[src/hdl/ibl_pkg.sv]
// ----------------------------------------------------------------------------
// ibl_pkg
// Shared types, codes and sizing helpers for the indexed byte list.
// ----------------------------------------------------------------------------
package ibl_pkg;

   localparam int unsigned DEFAULT_CAPACITY = 64;
   localparam int unsigned INDEX_W          = 6;
   localparam int unsigned BYTE_W           = 8;
   localparam int unsigned COUNT_FIELD_W    = 7;
   // fan-in of one read tree node, and its log2
   localparam int unsigned TREE_FAN         = 8;
   localparam int unsigned TREE_FAN_BITS    = 3;

   typedef enum logic [1:0] {
      KIND_APPEND = 2'd0,
      KIND_REMOVE = 2'd1,
      KIND_READ   = 2'd2,
      KIND_WRITE  = 2'd3
   } kind_type;

   typedef enum logic [1:0] {
      STATUS_OK     = 2'd0,
      STATUS_EMPTY  = 2'd1,
      STATUS_BEYOND = 2'd2,
      STATUS_FULL   = 2'd3
   } status_type;

   typedef enum logic [1:0] {
      ST_IDLE,
      ST_REDUCE,
      ST_RESP
   } state_type;

   typedef struct packed {
      kind_type                kind;
      logic [INDEX_W-1:0]      index;
      logic [BYTE_W-1:0]       value;
   } req_type;

   typedef struct packed {
      status_type              status;
      logic [BYTE_W-1:0]       read_value;
      logic [COUNT_FIELD_W-1:0] element_count;
      logic                    index_valid;
   } rsp_type;

   // broadcast to every cell in the update cycle
   typedef struct packed {
      logic                    go;
      logic                    ok;
      kind_type                kind;
      logic [BYTE_W-1:0]       value;
   } cmd_type;

   // number of registered levels of the read tree for n leaves
   function automatic int unsigned tree_levels(input int unsigned n);
      int unsigned levels;
      int unsigned span;
      levels = 1;
      span   = TREE_FAN;
      for (int k = 0; k < 16; k++) begin
         if (span < n) begin
            levels = levels + 1;
            span   = span * TREE_FAN;
         end
      end
      return levels;
   endfunction

endpackage

[src/hdl/indexed_byte_list.sv]
// response: after acceptance a request passes the leaf register and every
//   registered level of the read tree of 8-input OR stages, then the response is held
// until taken; a new request is accepted only when idle, after the last response is taken
// list updates (append, remove shift, write) take effect at the accepting edge
// reset: synchronous, active high; clears the element count and the control state,
//   cell contents stay undefined until written
// ----------------------------------------------------------------------------
// indexed_byte_list
// Ordered byte list with append, remove at index, read and write at index,
// built as a row of byte cells with a registered read tree.
// ----------------------------------------------------------------------------
module indexed_byte_list #(
   parameter int unsigned CAPACITY = ibl_pkg::DEFAULT_CAPACITY
) (
   input  logic             clock,
   input  logic             reset,
   input  logic             req_valid,
   output logic             req_stall,
   input  ibl_pkg::req_type req_data,
   output logic             rsp_valid,
   input  logic             rsp_stall,
   output ibl_pkg::rsp_type rsp_data
);
   import ibl_pkg::*;

   localparam int unsigned CNT_W  = $clog2(CAPACITY + 1);
   localparam int unsigned CMP_W  = (CNT_W > INDEX_W) ? CNT_W : INDEX_W;
   localparam int unsigned LEVELS = tree_levels(CAPACITY);
   localparam int unsigned WAIT_W = (LEVELS > 1) ? $clog2(LEVELS) : 1;

   state_type          state_ff, state_in;
   logic [CNT_W-1:0]   count_ff, count_in;
   logic [WAIT_W-1:0]  wait_ff, wait_in;
   status_type         status_ff, status_in;
   logic               valid_ff;
   logic               rd_en_ff;

   logic               req_accept;
   logic [CMP_W-1:0]   idx_ext;
   logic [CMP_W-1:0]   cnt_ext;
   logic               idx_ok;
   logic               full;
   logic               empty;
   logic               op_ok;
   cmd_type            cmd;
   logic [BYTE_W-1:0]  root;

   logic [CAPACITY-1:0][BYTE_W-1:0] cell_data;
   logic [CAPACITY-1:0][BYTE_W-1:0] cell_tap;

   assign req_accept = req_valid && !req_stall;
   assign idx_ext    = CMP_W'(req_data.index);
   assign cnt_ext    = CMP_W'(count_ff);
   assign idx_ok     = idx_ext < cnt_ext;
   assign full       = count_ff == CNT_W'(CAPACITY);
   assign empty      = count_ff == '0;

   always_comb begin
      status_in = STATUS_OK;
      count_in  = count_ff;
      op_ok     = 1'b0;
      case (req_data.kind)
         KIND_APPEND: begin
            if (full) begin
               status_in = STATUS_FULL;
            end else begin
               op_ok    = 1'b1;
               count_in = count_ff + 1'b1;
            end
         end
         KIND_REMOVE: begin
            // empty is reported ahead of a bad index
            if (empty) begin
               status_in = STATUS_EMPTY;
            end else if (!idx_ok) begin
               status_in = STATUS_BEYOND;
            end else begin
               op_ok    = 1'b1;
               count_in = count_ff - 1'b1;
            end
         end
         KIND_READ, KIND_WRITE: begin
            if (!idx_ok) begin
               status_in = STATUS_BEYOND;
            end else begin
               op_ok = 1'b1;
            end
         end
         default: begin
            status_in = STATUS_OK;
         end
      endcase
   end

   assign cmd.go    = req_accept;
   assign cmd.ok    = op_ok;
   assign cmd.kind  = req_data.kind;
   assign cmd.value = req_data.value;

   for (genvar i = 0; i < CAPACITY; i++) begin : g_cell
      logic [BYTE_W-1:0] neighbor;
      if (i == CAPACITY - 1) begin : g_last
         assign neighbor = '0;
      end else begin : g_mid
         assign neighbor = cell_data[i+1];
      end

      ibl_cell #(
         .POS   (i),
         .CMP_W (CMP_W)
      ) u_cell (
         .clock    (clock),
         .cmd      (cmd),
         .index    (idx_ext),
         .count    (cnt_ext),
         .neighbor (neighbor),
         .data     (cell_data[i]),
         .tap      (cell_tap[i])
      );
   end

   ibl_or_tree #(
      .LEAVES (CAPACITY)
   ) u_tree (
      .clock (clock),
      .load  (req_accept),
      .taps  (cell_tap),
      .root  (root)
   );

   always_comb begin
      state_in  = state_ff;
      wait_in   = wait_ff;
      req_stall = 1'b1;
      rsp_valid = 1'b0;
      case (state_ff)
         ST_IDLE: begin
            req_stall = 1'b0;
            if (req_valid) begin
               state_in = ST_REDUCE;
               wait_in  = WAIT_W'(LEVELS - 1);
            end
         end
         ST_REDUCE: begin
            if (wait_ff == '0) begin
               state_in = ST_RESP;
            end else begin
               wait_in = wait_ff - 1'b1;
            end
         end
         ST_RESP: begin
            rsp_valid = 1'b1;
            if (!rsp_stall) state_in = ST_IDLE;
         end
         default: begin
            state_in = ST_IDLE;
         end
      endcase
   end

   always_ff @(posedge clock) begin
      if (reset) begin
         state_ff <= ST_IDLE;
         count_ff <= '0;
      end else begin
         state_ff <= state_in;
         if (req_accept) count_ff <= count_in;
      end
   end

   always_ff @(posedge clock) begin
      wait_ff <= wait_in;
      if (req_accept) begin
         status_ff <= status_in;
         valid_ff  <= idx_ok;
         rd_en_ff  <= (req_data.kind == KIND_READ) && idx_ok;
      end
   end

   assign rsp_data.status        = status_ff;
   assign rsp_data.read_value    = rd_en_ff ? root : '0;
   assign rsp_data.element_count = COUNT_FIELD_W'(count_ff);
   assign rsp_data.index_valid   = valid_ff;

`ifndef ASSERT_OFF
   a_one_in_flight: assert property (@(posedge clock) disable iff (reset)
      req_accept |-> !rsp_valid)
      else $error("request accepted while a response is pending");

   a_count_bound: assert property (@(posedge clock) disable iff (reset)
      count_ff <= CNT_W'(CAPACITY))
      else $error("element count above capacity");

   a_read_zero: assert property (@(posedge clock) disable iff (reset)
      rsp_valid && (rsp_data.status != STATUS_OK) |-> rsp_data.read_value == '0)
      else $error("failed request returned a nonzero byte");

   a_single_rsp: assert property (@(posedge clock) disable iff (reset)
      rsp_valid && !rsp_stall |=> !rsp_valid)
      else $error("response repeated after being taken");
`endif

endmodule

[src/hdl/ibl_cell.sv]
// ----------------------------------------------------------------------------
// ibl_cell
// One list position: holds a byte, loads it on append or write, and takes the
// right neighbor's byte on removal at or before its position if that neighbor is in the list.
// ----------------------------------------------------------------------------
module ibl_cell #(
   parameter int unsigned POS   = 0,
   parameter int unsigned CMP_W = 7
) (
   input  logic                     clock,
   input  ibl_pkg::cmd_type         cmd,
   input  logic [CMP_W-1:0]         index,
   input  logic [CMP_W-1:0]         count,
   input  logic [ibl_pkg::BYTE_W-1:0] neighbor,
   output logic [ibl_pkg::BYTE_W-1:0] data,
   output logic [ibl_pkg::BYTE_W-1:0] tap
);
   import ibl_pkg::*;

   localparam logic [CMP_W-1:0] MY_POS   = CMP_W'(POS);
   localparam logic [CMP_W-1:0] NEXT_POS = CMP_W'(POS + 1);

   logic [BYTE_W-1:0] data_ff;
   logic [BYTE_W-1:0] data_in;

   always_comb begin
      data_in = data_ff;
      if (cmd.go && cmd.ok) begin
         case (cmd.kind)
            KIND_APPEND: begin
               if (count == MY_POS) data_in = cmd.value;
            end
            KIND_REMOVE: begin
               // close the gap left at index
               if ((MY_POS >= index) && (NEXT_POS < count)) data_in = neighbor;
            end
            KIND_WRITE: begin
               if (index == MY_POS) data_in = cmd.value;
            end
            default: begin
               data_in = data_ff;
            end
         endcase
      end
   end

   always_ff @(posedge clock) begin
      data_ff <= data_in;
   end

   assign data = data_ff;
   assign tap  = (index == MY_POS) ? data_ff : '0;

endmodule

[src/hdl/ibl_or_tree.sv]
// ----------------------------------------------------------------------------
// ibl_or_tree
// Registered OR reduction of the cell read taps; at most one tap is nonzero,
// so the root carries the selected byte once a load has passed the leaf register and every OR level.
// ----------------------------------------------------------------------------
module ibl_or_tree #(
   parameter int unsigned LEAVES = ibl_pkg::DEFAULT_CAPACITY
) (
   input  logic                                  clock,
   input  logic                                  load,
   input  logic [LEAVES-1:0][ibl_pkg::BYTE_W-1:0] taps,
   output logic [ibl_pkg::BYTE_W-1:0]            root
);
   import ibl_pkg::*;

   localparam int unsigned LEVELS = tree_levels(LEAVES);
   localparam int unsigned PAD    = 1 << (TREE_FAN_BITS * LEVELS);

   logic [LEVELS:0][PAD-1:0][BYTE_W-1:0] node_ff;
   logic [LEVELS:1][PAD-1:0][BYTE_W-1:0] node_in;
   logic [PAD-1:0][BYTE_W-1:0]           leaf_in;

   always_comb begin
      leaf_in = '0;
      for (int j = 0; j < LEAVES; j++) begin
         leaf_in[j] = taps[j];
      end
   end

   always_comb begin
      node_in = '0;
      for (int k = 1; k <= LEVELS; k++) begin
         for (int j = 0; j < PAD / TREE_FAN; j++) begin
            if (j < (PAD >> (TREE_FAN_BITS * k))) begin
               for (int m = 0; m < TREE_FAN; m++) begin
                  node_in[k][j] = node_in[k][j] | node_ff[k-1][(j << TREE_FAN_BITS) + m];
               end
            end
         end
      end
   end

   always_ff @(posedge clock) begin
      if (load) begin
         node_ff[0] <= leaf_in;
      end
      for (int k = 1; k <= LEVELS; k++) begin
         node_ff[k] <= node_in[k];
      end
   end

   assign root = node_ff[LEVELS][0];

endmodule
[config.mk]
export PLATFORM = sky130hd
export DESIGN_NAME = indexed_byte_list
export DESIGN_NICKNAME = d
export VERILOG_FILES = /design/src/hdl/ibl_pkg.sv /design/src/hdl/indexed_byte_list.sv /design/src/hdl/ibl_cell.sv /design/src/hdl/ibl_or_tree.sv
export SDC_FILE = /design/constraint.sdc
export NUM_CORES = 1
export LEC_CHECK = 0
export BUFFER_PORTS_ARGS = -buffer_cell sky130_fd_sc_hd__buf_2
export CORE_AREA = 3 3 430 432
export DETAILED_ROUTE_END_ITERATION = 6
export DIE_AREA = 0 0 433 435
export HOLD_SLACK_MARGIN = 0.15
export PLACE_DENSITY = 0.37
export SLEW_MARGIN = 25
export SYNTH_ARGS = -nofsm -noshare
export SYNTH_HDL_FRONTEND = slang
export SYNTH_SLANG_ARGS = --single-unit
[constraint.sdc]
create_clock -name clock -period 10 [get_ports clock]
set_clock_uncertainty 0.1 [all_clocks]
set_input_delay 0.5 -clock clock [delete_from_list [all_inputs] [get_ports clock]]
set_output_delay 0.5 -clock clock [all_outputs]
set_load 0.02 [all_outputs]
==> Word-level counts from Yosys, hierarchy flattened <==
Cells that the tools add are included.
Widths: inputs -> output; s select.
{ "totals": {"regBits": 1110, "input_bits": 20, "out_inout_bits": 20, "elab_cells": 1088} }
{ "op_classes": {"add_sub_neg": 3, "order_cmp": 129, "n_eq_ne": 330, "n_mux": 278, "n_bitwise": 63, "n_reduce_logical": 142} }
{ "op_table": {"columns": ["op", "count"], "rows": [
  ["$mux 8", 193],
  ["$pmux 8 s3", 64],
  ["$or 8x8->8", 63],
  ["$ne 2x1->1 const B", 191],
  ["$reduce_and 5->1", 65],
  ["$eq 7x6->1 const B", 32],
  ["$lt 6x7->1 const A", 32],
  ["$eq 6x6->1 const B", 32],
  ["$ge 6x6->1 const A", 32],
  ["$eq 7x5->1 const B", 16],
  ["$lt 5x7->1 const A", 16],
  ["$eq 6x5->1 const B", 16],
  ["$ge 5x6->1 const A", 16],
  ["$logic_and 1x1->1", 67],
  ["$eq 7x4->1 const B", 8],
  ["$lt 4x7->1 const A", 8],
  ["$eq 6x4->1 const B", 8],
  ["$ge 4x6->1 const A", 8],
  ["$eq 7x3->1 const B", 4],
  ["$lt 3x7->1 const A", 4],
  ["$eq 6x3->1 const B", 4],
  ["$ge 3x6->1 const A", 4],
  ["$mux 7", 3],
  ["$eq 7x2->1 const B", 2],
  ["other kinds (29)", 57]
]} }

==> Longest topological paths before layout <==
{ "logic_depth": {"word_depth": 7, "ltp_mapped": 10, "depth_no_buf": 7} }

==> Worst setup path after synthesis <==
OpenSTA, ideal clock, no wires.
{ "synth_path": {"path_type": "input to register", "from": "input req_valid", "to": "register g_cell[2].u_cell.data_ff[0], enable pin", "setup_ps": 419, "arrival_ps": 5246, "t_required_ps": 9481, "path_slack_ps": 4235, "stages": 4, "path_buffers": 0, "cell_sequence": "or3b_4 > clkinv_4 > nand2_1 > a2111oi_0"} }
{ "synth_between": {"elab_chain_cells": 3} }
{ "synth_lines": {"columns": ["element", "line", "text"], "rows": [
  ["from (decl)", "indexed_byte_list.sv:17", "input logic req_valid,"],
  ["$logic_and 1x1->1", "indexed_byte_list.sv:51", "assign req_accept = req_valid && !req_stall;"],
  ["net req_accept", "indexed_byte_list.sv:38", "logic req_accept;"],
  ["$logic_and 1x1->1", "ibl_cell.sv:28", "if (cmd.go && cmd.ok) begin"],
  ["$reduce_and 5->1 (no source line)", null, null],
  ["to (signal assigned)", "ibl_cell.sv:48", "data_ff <= data_in;"],
  ["to (decl)", "ibl_cell.sv:23", "logic [BYTE_W-1:0] data_ff;"]
]} }
The timed path passes the listed nets, and every way through them passes these cells.
A chain may end at the register's enable or synchronous reset.

==> Worst setup path in the final report <==
{ "layout_path": {"from": "register count_ff[1], in the netlist cnt_ext[1]", "to": "register g_cell[1].u_cell.data_ff[3], enable pin"} }
{ "layout_between": {"elab_chain_cells": 6, "word_cells_on_any_way": 14, "classes_between": "2 x order compare; 4 x eq/ne; 4 x mux; 4 x reduce/logical"} }
{ "layout_lines": {"columns": ["element", "line", "text"], "rows": [
  ["from (decl)", "indexed_byte_list.sv:32", "logic [CNT_W-1:0] count_ff, count_in;"],
  ["from (signal assigned)", "indexed_byte_list.sv:167", "if (req_accept) count_ff <= count_in;"],
  ["$lt 6x7->1", "indexed_byte_list.sv:54", "assign idx_ok = idx_ext < cnt_ext;"],
  ["$mux 1", "indexed_byte_list.sv:75, indexed_byte_list.sv:83", null],
  ["$mux 1", "indexed_byte_list.sv:73", "if (empty) begin"],
  ["$pmux 1 s3", "indexed_byte_list.sv:62", "case (req_data.kind)"],
  ["$logic_and 1x1->1", "ibl_cell.sv:28", null],
  ["$reduce_and 5->1 (no source line) *", null, null],
  ["to (signal assigned)", "ibl_cell.sv:48", null],
  ["to (decl)", "ibl_cell.sv:23", null]
]} }
Mark *: on every way between the ends. The rest lies on a longest branch, timed or not.

==> flow_summary.json <==
{
  "status": "finished, final reports clean",
  "finalCritPeriodShare_pct": 41.9,
  "dr_wl_met3_um": 5960,
  "root_buffer": "clkbuf_16",
  "synth-seq-area-share_pct": 71.8,
  "r2r_setup_slack_ns": 5.81,
  "p_seq_share_pct": 51.0,
  "grt_pass1_wl_um": 200000,
  "hold_viol": 0,
  "vdd_drop_max_mv": 0.137,
  "routed-wl-met2_um": 63900,
  "final_cell_mix": "1029 x edfxtp_1, 514 x a21o_1, 456 x and2_1, 147 x nor4_1, 137 x nor2_1",
  "cts_htree_levels": 3,
  "grt_max_degree": 172,
  "final_common_cell": "edfxtp_1",
  "relSlewSlack_pct": 27.5,
  "cts_buffers": 121,
  "cellLeakagePower_nw": 20.0,
  "cts.sinks": 1110,
  "firstDrtPassIters": 5,
  "critPathMaxFanout": 20,
  "drive_above_1_share_pct": 11.3,
  "p_int_mw": 8.04,
  "hp-class": "in -> reg",
  "synth_cells": 3211,
  "nets": 3302,
  "wl_per_cell_um": 23.9,
  "syn-cell-area_sq_um": 45300,
  "grt_pass1_vias": 27200,
  "die_area_sq_um": 188000,
  "final_cell_area_sq_um": 52800,
  "max_freq_ghz": 0.238,
  "wirelength_um": 138000,
  "vias": 26600,
  "synth_nets": 3241,
  "die_w_um": 433,
  "setup_viol": 0,
  "cp-end-kind": "register",
  "async_flop_share_pct": 0,
  "initial_core_util_pct": 25.0,
  "crit_slowest_cell": "nor4_4",
  "place_congestion": 0.861,
  "synthFlopType": "edfxtp_1",
  "num_io_pins": 40,
  "clockPowerShare_pct": 43.0,
  "required_ns": 10.28,
  "final_antenna_net_count": 0,
  "top_layer": "met5",
  "maxSlewViolCount": 0,
  "antenna_found_initial": 9,
  "p_sw_share_pct": 23.2,
  "cp-start-kind": "register",
  "synth.avg_cell_area_sq_um": 14.1,
  "synth.top_cell.area_share_pct": 68.2,
  "drc": 0,
  "avgViaCountPerCell": 4.63,
  "cts_resized": 0,
  "design.core.area_sq_um": 181000,
  "yosys-top-cells-area": "edfxtp_1 68%, a21o_1 8.5%, and2_1 6.3%",
  "power_mw": 10.5,
  "pwr-share-comb_pct": 6.0,
  "cts_hold_buffers": 6,
  "rsz0062_at_grt": "no",
  "maxCapViolations": 0,
  "die_y_um": 435,
  "cp_cell_sequence": "inv_1, ha_1, nor2b_1, a311oi_1, a21o_1, o31ai_4, buf_4, nor4_4",
  "cts_setup_buffers": 0,
  "yosysUniqueCellTypes": 74,
  "period_minus_slack_ns": 4.19,
  "tns_ns": 0,
  "yosysTopAreaCell": "edfxtp_1",
  "place_area_sq_um": 48700,
  "synth_seq_cells": 1110,
  "slowest_delay_ns": 0.95,
  "rows": 156,
  "post-dp-hpwl_um": 88500,
  "p_per_area_nw_per_um2": 198,
  "io_buffers": 39,
  "gr-usage-all-layers_pct": 14.4,
  "p_sw_mw": 2.43,
  "overflow": 0,
  "worstMarginPinSlew_ns": 1.08,
  "holdWs_ns": 0.232,
  "synth_edf_count": 1029,
  "clk_pin_slew_worst_paths_ns": 0.06,
  "syn2layout_area_growth_pct": 16.5,
  "clock_insertion_delay_worst_skew_ns": 0.77,
  "critical_path_arrival_ns": 4.48,
  "cts_tree": "done",
  "met1_length_um": 65400,
  "ys_warn_count": 0,
  "ctsLongestPathBuffers": 3,
  "initialDrtViolationCount": 2163,
  "path_class": "reg -> reg"
}
sequential cells by signal, indices dropped and copies added, names as in the netlist:
name	count
g_cell.u_cell.data	512
rd_en_ff	1
wait_ff	1
status_ff	2
valid_ff	1
u_tree.node_ff	576
state_ff	2
cnt_ext	7
u_tree.root	8
routing by layer:
| layer | GRT usage (%) | up-vias |
|---|---|---|
| met5 | 0 | - |
| met1 | 20.7 | 13600 |
| li1 | - | 12200 |
| met3 | 2.09 | 183 |
| met4 | 3.57 | 4 |
| met2 | 22.9 | 592 |
power groups by stage:
stage                     clock network [mW]  registers [mW]  logic [mW]
final                                   4.51            5.34       0.628
after global routing                    4.83            5.35       0.686
after CTS                               4.66            5.34       0.642
after detailed placement                   0            5.44       0.637
after global placement                     0            5.44       0.634
after floorplan                            0            5.43       0.381
kinds of logic after synthesis:
family | Yosys count | synth area share (%)
XOR/XNOR | 3 | 0.0580
buffers and inverters | 226 | 2.03
AND/OR/NAND/NOR | 1109 | 13.9
multiplexers | 1 | 0.0221
AO/OA/AOI/OAI | 752 | 12.0
adder cells (fa/ha/maj) | 10 | 0.276
flip-flops | 1110 | 71.8
critical path, delay by kind of cell, from the launching register on:
| kind | cells | cell delay (ns) |
|---|---|---|
| buf+inv | 2 | 0.48 |
| compound gates | 3 | 0.51 |
| flops | 1 | 0.85 |
| simple gates | 2 | 1.26 |
| fa+ha+maj | 1 | 0.60 |
stage by stage:
stage / instances / utilization (%) / worst slack [ns]
final: 5757 / 29.2 / 5.81
after global routing: 5748 / 29.2 / 5.71
after CTS: 5748 / 29.2 / 5.89
after detailed placement: 5513 / 26.9 / 5.64
after global placement: 5513 / 26.9 / 5.71
after floorplan: 3211 / - / 4.23
cells in the mapped netlist (3+ instances only):
| cell | number |
|---|---|
| a211oi_1 | 22 |
| a21o_1 | 514 |
| a21oi_1 | 72 |
| a221o_1 | 3 |
| a221oi_1 | 8 |
| a311oi_1 | 9 |
| a31oi_1 | 20 |
| a41oi_1 | 5 |
| and2_1 | 456 |
| and3_1 | 83 |
| buf_1 | 37 |
| buf_2 | 39 |
| buf_4 | 3 |
| clkbuf_1 | 130 |
| dfxtp_1 | 81 |
| edfxtp_1 | 1029 |
| ha_1 | 10 |
| inv_1 | 13 |
| nand2_1 | 121 |
| nand2b_1 | 10 |
| nand3_1 | 20 |
| nand3b_1 | 6 |
| nand4_1 | 5 |
| nor2_1 | 139 |
| nor2b_1 | 22 |
| nor3_1 | 47 |
| nor4_1 | 162 |
| o2111ai_1 | 3 |
| o211ai_1 | 6 |
| o21a_1 | 3 |
| o21ai_0 | 38 |
| o221ai_1 | 4 |
| o22ai_1 | 19 |
| o31ai_1 | 8 |
| or2_2 | 8 |
| or3_1 | 6 |
| or4_1 | 5 |
layout make-up:
cell class,count,area [sq um]
fill,18100,128000
sequential,1110,32500
multi-input combinational,1875,12200
clock buffer,157,3260
tap,2370,2970
timing repair buffer,148,1060
clock inverter,72,699
inverter,16,86.3
antenna,9,22.5
worst paths after layout:
kind	startpoint	endpoint	cells after the start
worst max-delay path	cnt_ext[1]	g_cell[1].u_cell.data[3]	8
worst min-delay path	req_valid	state_ff[0]	3
worst max register to register	cnt_ext[1]	g_cell[1].u_cell.data[3]	8
worst min register to register	u_tree.node_ff[557]	u_tree.root[5]	2
Power figures use the tool's default switching activity.
